<file path="config.mk">
export PLATFORM = sky130hd
export DESIGN_NAME = expression_tokenizer
export DESIGN_NICKNAME = d
export VERILOG_FILES = /design/src/rtl/etok_pkg.sv /design/src/rtl/expression_tokenizer.sv /design/src/rtl/etok_lexer.sv /design/src/rtl/etok_tok_queue.sv
export SDC_FILE = /design/constraint.sdc
export NUM_CORES = 1
export LEC_CHECK = 0
export BUFFER_PORTS_ARGS = -buffer_cell sky130_fd_sc_hd__buf_2
export CAP_MARGIN = 10
export CELL_PAD_IN_SITES_DETAIL_PLACEMENT = 1
export CELL_PAD_IN_SITES_GLOBAL_PLACEMENT = 2
export CORE_ASPECT_RATIO = 0.5
export CORE_UTILIZATION = 45
export DETAILED_ROUTE_END_ITERATION = 16
export GPL_ROUTABILITY_DRIVEN = 0
export HOLD_SLACK_MARGIN = 0.06
export PLACE_DENSITY = 0.85
export SLEW_MARGIN = 20
export SYNTH_ARGS = -nofsm -noshare
export SYNTH_HDL_FRONTEND = slang
export SYNTH_SLANG_ARGS = --single-unit
</file>
<file path="constraint.sdc">
create_clock -name clock -period 14.3 [get_ports clock]
set_input_delay 2.145 -clock clock [delete_from_list [all_inputs] [get_ports clock]]
set_output_delay 2.145 -clock clock [all_outputs]
set_load 0.02 [all_outputs]
</file>
<file path="src/rtl/etok_pkg.sv">
`default_nettype none

package etok_pkg;

   typedef enum logic [2:0] {
      TK_NUMBER = 3'd0,
      TK_IDENT  = 3'd1,
      TK_OPER   = 3'd2,
      TK_LPAREN = 3'd3,
      TK_RPAREN = 3'd4,
      TK_COMMA  = 3'd5,
      TK_EOF    = 3'd6,
      TK_EOL    = 3'd7
   } token_kind_type;

   localparam logic REQ_CHAR = 1'b0;
   localparam logic REQ_END  = 1'b1;

   localparam logic [7:0] CH_F      = 8'h66;
   localparam logic [7:0] CH_DOT    = 8'h2E;
   localparam logic [7:0] CH_NL     = 8'h0A;
   localparam logic [7:0] CH_US     = 8'h5F;
   localparam logic [7:0] CH_CARET  = 8'h5E;
   localparam logic [7:0] CH_LPAREN = 8'h28;
   localparam logic [7:0] CH_RPAREN = 8'h29;
   localparam logic [7:0] CH_COMMA  = 8'h2C;
   localparam logic [7:0] CH_PLUS   = 8'h2B;
   localparam logic [7:0] CH_MINUS  = 8'h2D;
   localparam logic [7:0] CH_EQUAL  = 8'h3D;
   localparam logic [7:0] CH_STAR   = 8'h2A;
   localparam logic [7:0] CH_SLASH  = 8'h2F;

   // token queue depth; one lexed item pushes at most two tokens
   localparam int unsigned QUEUE_DEPTH = 4;

   typedef struct packed {
      token_kind_type kind;
      logic [15:0]    start;
      logic [15:0]    length;
      logic [15:0]    column;
      logic [7:0]     lead;
      logic           last;
   } token_type;

   typedef struct packed {
      logic [1:0] count;
      token_type  tok0;
      token_type  tok1;
   } lex_out_type;

   function automatic logic is_digit(input logic [7:0] c);
      return c inside {[8'h30:8'h39]};
   endfunction

   function automatic logic is_letter(input logic [7:0] c);
      return c inside {[8'h61:8'h7A], [8'h41:8'h5A], CH_US};
   endfunction

   function automatic logic is_oper(input logic [7:0] c);
      return c inside {CH_PLUS, CH_MINUS, CH_EQUAL, CH_STAR, CH_SLASH, CH_CARET};
   endfunction

endpackage

`default_nettype wire

</file>
<file path="src/rtl/expression_tokenizer.sv">
`default_nettype none

// Streaming lexer for arithmetic expressions. Each req beat carries one
// character or an end-of-input marker; each rsp beat carries one token
// (number, identifier, operator, paren, comma, end of line, end of file).
// One req beat is taken per cycle while req_stall is low: the character
// sits in an input register, is lexed combinationally and its zero, one or
// two tokens are pushed into a four-entry token queue that drives rsp. A
// character that ends a pending token and is a token itself, or an end of
// input with a token pending, yields two rsp beats, so the sustained rate
// is one req beat per cycle as long as the tokens produced average at most
// one per cycle and rsp is not stalled; req_stall rises when a beat waits
// in the input register and the queue has fewer than two free entries.
// End of input flushes the pending token, emits end of file and returns
// the lexer to its reset state.
module expression_tokenizer
   import etok_pkg::*;
#(
   parameter int unsigned POS_BITS = 16
) (
   input  wire logic        clock,
   input  wire logic        reset,
   input  wire logic        req_valid,
   output logic             req_stall,
   input  wire logic        req_type,
   input  wire logic [7:0]  req_char_code,
   output logic             rsp_valid,
   input  wire logic        rsp_stall,
   output logic [2:0]       rsp_token_kind,
   output logic [15:0]      rsp_start_offset,
   output logic [15:0]      rsp_token_length,
   output logic [15:0]      rsp_scan_column,
   output logic [7:0]       rsp_lead_char,
   output logic             rsp_last_of_run
);

   logic        in_valid_ff, in_valid_in;
   logic        in_type_ff;
   logic [7:0]  in_char_ff;
   logic        room;
   logic        fire;
   logic        accept;
   lex_out_type lex_out;
   token_type   head_tok;

   assign fire      = in_valid_ff && room;
   assign req_stall = in_valid_ff && !room;
   assign accept    = req_valid && !req_stall;

   always_comb begin
      in_valid_in = in_valid_ff;
      if (accept) begin
         in_valid_in = 1'b1;
      end else if (fire) begin
         in_valid_in = 1'b0;
      end
   end

   always_ff @(posedge clock) begin
      if (reset) begin
         in_valid_ff <= 1'b0;
      end else begin
         in_valid_ff <= in_valid_in;
      end
   end

   always_ff @(posedge clock) begin
      if (accept) begin
         in_type_ff <= req_type;
         in_char_ff <= req_char_code;
      end
   end

   etok_lexer #(
      .POS_BITS (POS_BITS)
   ) u_lexer (
      .clock   (clock),
      .reset   (reset),
      .fire    (fire),
      .in_type (in_type_ff),
      .in_char (in_char_ff),
      .lex_out (lex_out)
   );

   etok_tok_queue u_queue (
      .clock     (clock),
      .reset     (reset),
      .push      (fire),
      .push_data (lex_out),
      .room      (room),
      .out_valid (rsp_valid),
      .out_stall (rsp_stall),
      .out_tok   (head_tok)
   );

   assign rsp_token_kind   = head_tok.kind;
   assign rsp_start_offset = head_tok.start;
   assign rsp_token_length = head_tok.length;
   assign rsp_scan_column  = head_tok.column;
   assign rsp_lead_char    = head_tok.lead;
   assign rsp_last_of_run  = head_tok.last;

   a_stalled_input_holds: assert property (@(posedge clock) disable iff (reset)
      in_valid_ff && !room |=> in_valid_ff && $stable(in_char_ff) && $stable(in_type_ff))
      else $error("held input beat lost");

endmodule

`default_nettype wire

</file>
<file path="src/rtl/etok_lexer.sv">
`default_nettype none

module etok_lexer
   import etok_pkg::*;
#(
   parameter int unsigned POS_BITS = 16
) (
   input  wire logic        clock,
   input  wire logic        reset,
   input  wire logic        fire,
   input  wire logic        in_type,
   input  wire logic [7:0]  in_char,
   output lex_out_type      lex_out
);

   typedef enum logic [1:0] {
      MODE_IDLE  = 2'd0,
      MODE_NUM   = 2'd1,
      MODE_DOT   = 2'd2,
      MODE_IDENT = 2'd3
   } mode_type;

   localparam logic [POS_BITS-1:0] POS_MAX = '1;
   localparam logic [POS_BITS-1:0] POS_ONE = POS_BITS'(1);

   mode_type            mode_ff, mode_in;
   logic [POS_BITS-1:0] pos_ff, pos_in;
   logic [POS_BITS-1:0] scan_ff, scan_in;
   logic [POS_BITS-1:0] pstart_ff, pstart_in;
   logic [POS_BITS-1:0] plen_ff, plen_in;
   logic [7:0]          plead_ff, plead_in;

   function automatic logic [POS_BITS-1:0] sat_inc(input logic [POS_BITS-1:0] x);
      return (x == POS_MAX) ? x : x + POS_ONE;
   endfunction

   always_comb begin
      token_type      pend_tok;
      token_type      new_tok;
      logic           pend_v;
      logic           new_v;
      logic           done;
      token_kind_type kind;
      logic           kind_v;

      mode_in   = mode_ff;
      pos_in    = pos_ff;
      scan_in   = scan_ff;
      pstart_in = pstart_ff;
      plen_in   = plen_ff;
      plead_in  = plead_ff;
      done      = 1'b0;
      kind      = TK_OPER;
      kind_v    = 1'b0;

      // pending token as it stands before this item
      pend_tok.kind   = (mode_ff == MODE_IDENT) ? TK_IDENT : TK_NUMBER;
      pend_tok.start  = 16'(pstart_ff);
      pend_tok.length = 16'(plen_ff);
      pend_tok.column = 16'(scan_ff);
      pend_tok.lead   = plead_ff;
      pend_tok.last   = 1'b0;
      pend_v          = 1'b0;

      new_tok.kind   = TK_EOF;
      new_tok.start  = 16'(pos_ff);
      new_tok.length = '0;
      new_tok.column = 16'(scan_ff);
      new_tok.lead   = '0;
      new_tok.last   = 1'b1;
      new_v          = 1'b0;

      if (in_type == REQ_END) begin
         // flush pending, emit end of file, return to reset state
         new_v = 1'b1;
         if (mode_ff != MODE_IDLE) begin
            pend_v         = 1'b1;
            new_tok.column = 16'(pos_ff);
         end
         mode_in   = MODE_IDLE;
         pos_in    = '0;
         scan_in   = '0;
         pstart_in = '0;
         plen_in   = '0;
         plead_in  = '0;
      end else begin
         case (mode_ff)
            MODE_NUM, MODE_DOT: begin
               if (is_digit(in_char)) begin
                  plen_in = sat_inc(plen_ff);
                  done    = 1'b1;
               end else if (in_char == CH_DOT && mode_ff == MODE_NUM) begin
                  plen_in = sat_inc(plen_ff);
                  mode_in = MODE_DOT;
                  done    = 1'b1;
               end else if (in_char == CH_F) begin
                  // swallow the suffix
                  pend_v  = 1'b1;
                  mode_in = MODE_IDLE;
                  scan_in = sat_inc(pos_ff);
                  done    = 1'b1;
               end else begin
                  pend_v  = 1'b1;
                  mode_in = MODE_IDLE;
                  scan_in = pos_ff;
               end
            end
            MODE_IDENT: begin
               if (is_letter(in_char)) begin
                  plen_in = sat_inc(plen_ff);
                  done    = 1'b1;
               end else begin
                  pend_v  = 1'b1;
                  mode_in = MODE_IDLE;
                  scan_in = pos_ff;
               end
            end
            default: ;
         endcase

         new_tok.column = 16'(scan_in);

         if (!done) begin
            if (in_char == CH_NL) begin
               new_v          = 1'b1;
               new_tok.kind   = TK_EOL;
               new_tok.start  = 16'(pos_ff);
               scan_in        = sat_inc(pos_ff);
            end else if (is_digit(in_char) || is_letter(in_char)) begin
               mode_in   = is_digit(in_char) ? MODE_NUM : MODE_IDENT;
               pstart_in = pos_ff;
               plen_in   = POS_ONE;
               plead_in  = in_char;
            end else begin
               if (is_oper(in_char)) begin
                  kind   = TK_OPER;
                  kind_v = 1'b1;
               end else if (in_char == CH_LPAREN) begin
                  kind   = TK_LPAREN;
                  kind_v = 1'b1;
               end else if (in_char == CH_RPAREN) begin
                  kind   = TK_RPAREN;
                  kind_v = 1'b1;
               end else if (in_char == CH_COMMA) begin
                  kind   = TK_COMMA;
                  kind_v = 1'b1;
               end
               if (kind_v) begin
                  new_v          = 1'b1;
                  new_tok.kind   = kind;
                  new_tok.start  = 16'(pos_ff);
                  new_tok.length = 16'd1;
                  new_tok.lead   = in_char;
                  scan_in        = sat_inc(pos_ff);
               end
            end
         end
         pos_in = sat_inc(pos_ff);
      end

      // pack emitted tokens in order, flag the final one
      lex_out.tok1 = new_tok;
      if (pend_v) begin
         lex_out.tok0      = pend_tok;
         lex_out.tok0.last = !new_v;
         lex_out.count     = new_v ? 2'd2 : 2'd1;
      end else begin
         lex_out.tok0  = new_tok;
         lex_out.count = new_v ? 2'd1 : 2'd0;
      end
   end

   always_ff @(posedge clock) begin
      if (reset) begin
         mode_ff   <= MODE_IDLE;
         pos_ff    <= '0;
         scan_ff   <= '0;
         pstart_ff <= '0;
         plen_ff   <= '0;
         plead_ff  <= '0;
      end else if (fire) begin
         mode_ff   <= mode_in;
         pos_ff    <= pos_in;
         scan_ff   <= scan_in;
         pstart_ff <= pstart_in;
         plen_ff   <= plen_in;
         plead_ff  <= plead_in;
      end
   end

   a_end_clears: assert property (@(posedge clock) disable iff (reset)
      fire && in_type == REQ_END |=> mode_ff == MODE_IDLE && pos_ff == '0)
      else $error("end of input did not clear lexer state");

   a_two_needs_pending: assert property (@(posedge clock) disable iff (reset)
      lex_out.count == 2'd2 |-> mode_ff != MODE_IDLE)
      else $error("two tokens without a pending token");

endmodule

`default_nettype wire

</file>
<file path="src/rtl/etok_tok_queue.sv">
`default_nettype none

module etok_tok_queue
   import etok_pkg::*;
(
   input  wire logic        clock,
   input  wire logic        reset,
   input  wire logic        push,
   input  wire lex_out_type push_data,
   output logic             room,
   output logic             out_valid,
   input  wire logic        out_stall,
   output token_type        out_tok
);

   localparam int unsigned PTR_BITS = $clog2(QUEUE_DEPTH);
   localparam int unsigned CNT_BITS = $clog2(QUEUE_DEPTH + 1);
   localparam logic [CNT_BITS-1:0] ROOM_MAX = CNT_BITS'(QUEUE_DEPTH - 2);

   token_type            store_ff [QUEUE_DEPTH];
   logic [PTR_BITS-1:0]  head_ff, head_in;
   logic [PTR_BITS-1:0]  tail_ff, tail_in;
   logic [CNT_BITS-1:0]  count_ff, count_in;
   logic [1:0]           push_cnt;
   logic                 pop;

   assign room      = count_ff <= ROOM_MAX;
   assign out_valid = count_ff != '0;
   assign out_tok   = store_ff[head_ff];
   assign pop       = out_valid && !out_stall;
   assign push_cnt  = push ? push_data.count : 2'd0;

   always_comb begin
      head_in  = pop ? head_ff + PTR_BITS'(1) : head_ff;
      tail_in  = tail_ff + PTR_BITS'(push_cnt);
      count_in = count_ff + CNT_BITS'(push_cnt) - CNT_BITS'(pop);
   end

   always_ff @(posedge clock) begin
      if (push_cnt != 2'd0) begin
         store_ff[tail_ff] <= push_data.tok0;
      end
      if (push_cnt == 2'd2) begin
         store_ff[tail_ff + PTR_BITS'(1)] <= push_data.tok1;
      end
   end

   always_ff @(posedge clock) begin
      if (reset) begin
         head_ff  <= '0;
         tail_ff  <= '0;
         count_ff <= '0;
      end else begin
         head_ff  <= head_in;
         tail_ff  <= tail_in;
         count_ff <= count_in;
      end
   end

   a_no_overflow: assert property (@(posedge clock) disable iff (reset)
      count_ff <= CNT_BITS'(QUEUE_DEPTH))
      else $error("token queue overflow");

   a_push_has_room: assert property (@(posedge clock) disable iff (reset)
      push_cnt != 2'd0 |-> room)
      else $error("push into full token queue");

   a_pop_only: assert property (@(posedge clock) disable iff (reset)
      pop && push_cnt == 2'd0 |=> count_ff == $past(count_ff) - CNT_BITS'(1))
      else $error("queue count lost track of a pop");

endmodule

`default_nettype wire
</file>
==> metrics.yaml <==
outcome:
  status: "complete, no violations"
cts:
  cts_tree: "built"
  path_clk_slew_ns: 0.06
  ctsHoldBuffers: 0
  cts-resized-gates: 0
  clk_latency_ns: 0.60
  cts_setup_buffers: 0
  cts_inserted_buffers: 31
  cts.sinks: 333
  clockRootBuffer: "clkbuf_16"
  htreeDepth: 1
  cts_buffer_depth: 3
route:
  viasPerCell: 6.81
  num_vias: 13314
  totalWireLength_um: 56200
  drc: 0
  detail-route-antenna-nets: 0
  dr.pass1.iters: 5
  drt_iter0_drc: 1381
  avgRoutedWirePerCell_um: 28.7
timing:
  hold_viol: 0
  fmax_ghz: 0.169
  fin_worst_skew_ns: 0.0248
  fin_crit_sh_pct: 41.4
  layout_setup_ws_ns: 8.38
  fin_setup_tns_ns: 0
  rsz0062_at_grt: "false"
  slew_violations: 0
  setup_viol: 0
  min_period_ns: 5.92
  max_slew_margin_pct: 21.2
  tightest_slew_ns: 1.18
place:
  port_buffers: 74
  place_worst_setup_slack_ns: 8.58
  dp_hpwl_um: 35900
floorplanning:
  die-width_um: 272
  fp.dieH_um: 137
  core_area_sq_um: 35100
  rows: 48
  initial_core_util_pct: 46.6
  die_area_sq_um: 37200
  num_io_pins: 75
pwr:
  vdd_drop_max_mv: 0.0799
  p_leak_nw: 6.07
  power_density_nw_per_um2: 129
setup_path:
  critPathCaptureType: "flop"
  start_kind: "flop"
  crit_chain: "a21o_1 > a311oi_2 > a21boi_2 > o31ai_4 > inv_2 > ha_1 > o21ai_1 > nor2_1 > nor2_1 > buf_4 > inv_2 > buf_4"
  cp.required_ns: 14.52
  crit_slowest_cell: "nor2_1"
  slowest_delay_ns: 0.97
  crit_buf_inv: 4
  crit_arrival_ns: 6.14
  critPathKind: "flop to flop"
  cpLargestDelayFamily: "compound AO/OA/AOI/OAI gates"
  critPathMaxFanout: 44
synthesis:
  synth_cell_type_count: 80
  syn_inst: 1452
  seq_area_frac_synth_pct: 52.0
  syn_nets: 1477
  synth_enable_flop_cells: 185
  ys_warn_count: 0
  synth.cell_area_sq_um: 16400
  async_flop_share_pct: 0
  synth_area_per_cell_sq_um: 11.3
  ys_seq_elements: 333
  ys.flop_type: "edfxtp_1"
grt:
  grt_pass1_wl_um: 84400
  grt_pass1_vias: 13393
  grt_max_degree: 56
  grt_antenna_before_repair: 0
  grt_usage_pct: 30.2
  grt_overflow_total: 0
layout:
  nets: 1481
  drive_above_1_share_pct: 17.6
  area_delta_synth_final_pct: 10.2
  final_cell_mix: "a22o_1, edfxtp_1, dfxtp_1"
  layout_commonest_cell: "a22o_1"
  antenna_cells: 0
job:
  maxCapViolations: 0
worst_hold_path:
  hp-class: "flop to flop"
-- area by class of cell --
type	count	area, sq um
Clock inverter	19	128
Timing Repair Buffer	103	588
Sequential cell	333	8530
Multi-Input combinational cell	960	7270
Clock buffer	39	838
Fill cell	3698	17100
Tap cell	475	594
Inverter	27	101
-- report_power, final --
group	switching [W]	total, W	internal (W)
Combinational	0.000270	0.000433	0.000164
Sequential	0.0000424	0.00108	0.00104
Clock	0.000386	0.000821	0.000435
Total	0.000699	0.00233	0.00163
-- stage by stage --
step | total power [W] | hold WS [ns] | util, % | std cells | cell area (sq um)
after floorplan | 0.00138 | 0.437 | - | 1452 | 16400
after global placement | 0.00152 | 0.453 | 48.6 | 1898 | 17100
after detailed placement | 0.00153 | 0.456 | 48.6 | 1898 | 17100
after CTS | 0.00234 | 0.476 | 51.4 | 1956 | 18000
after global routing | 0.00240 | 0.483 | 51.4 | 1956 | 18000
final | 0.00233 | 0.474 | 51.4 | 1956 | 18000
-- worst reg2reg max path, stage by stage, from the launching register on --
cell and delay, ns:
edfxtp_1 0.59, a21o_1 0.25, a311oi_2 0.47, a21boi_2 0.25
o31ai_4 0.69, inv_2 0.31, ha_1 0.61, o21ai_1 0.32
nor2_1 0.97, nor2_1 0.11, buf_4 0.26, inv_2 0.07
buf_4 0.60
-- state kept, by name (all words and copies together), names as in the netlist, 2 cells and up, named ones only --
signal	cells
in_char_ff	8
u_lexer.mode_ff	2
u_lexer.plead_ff	8
u_lexer.plen_ff	16
u_lexer.pos_ff	16
u_lexer.pstart_ff	16
u_lexer.scan_ff	16
u_queue.count_ff	3
u_queue.head_ff	2
u_queue.store_ff	240
u_queue.tail_ff	2
-- final timing paths --
| kind | slack (ns) | endpoint | cells past startpoint | start |
|---|---|---|---|---|
| worst min-delay path | 0.47 | u_queue.store_ff[3][37] | 1 | u_queue.store_ff[3][37] |
| worst max register to register | 8.38 | u_queue.store_ff[3][52] | 12 | in_char_ff[0] |
| worst min register to register | 0.47 | u_queue.store_ff[3][37] | 1 | u_queue.store_ff[3][37] |
| worst max-delay path | 8.38 | u_queue.store_ff[3][52] | 12 | in_char_ff[0] |
-- cells in the mapped netlist (all sizes together), types with 17 or more instances --
master / n / area share, %
dfxtp: 148 / 18
clkbuf: 89 / 2.0
inv: 27 / 0.62
mux4: 60 / 8.3
edfxtp: 185 / 34
and3: 17 / 0.65
o21ai: 106 / 3.3
nand2: 106 / 2.4
buf: 43 / 1.3
nor2: 91 / 2.1
a21oi: 64 / 2.0
nand3: 27 / 0.83
a22o: 190 / 10
nor3: 39 / 1.3
-- layer usage --
| layer | global-route usage (%) | up-vias | wire length, um |
|---|---|---|---|
| met2 | 47.3 | 637 | 24900 |
| met4 | 7.99 | 0 | 1470 |
| met1 | 42.3 | 6879 | 24700 |
| met5 | 0 | - | 0 |
| li1 | - | 5690 | - |
| met3 | 6.77 | 108 | 5120 |
-- kinds of logic after synthesis --
group | Yosys count | share of synthesized area, %
AOI/OAI and AO/OA | 509 | 23.0
DFF | 333 | 52.0
and+or+nand+nor | 359 | 10.7
muxes | 67 | 8.70
buffers and inverters | 159 | 3.93
adders and majority gates | 12 | 0.963
xor gates and xnor gates | 13 | 0.695
No activity file was read; power rests on OpenSTA's default activity.
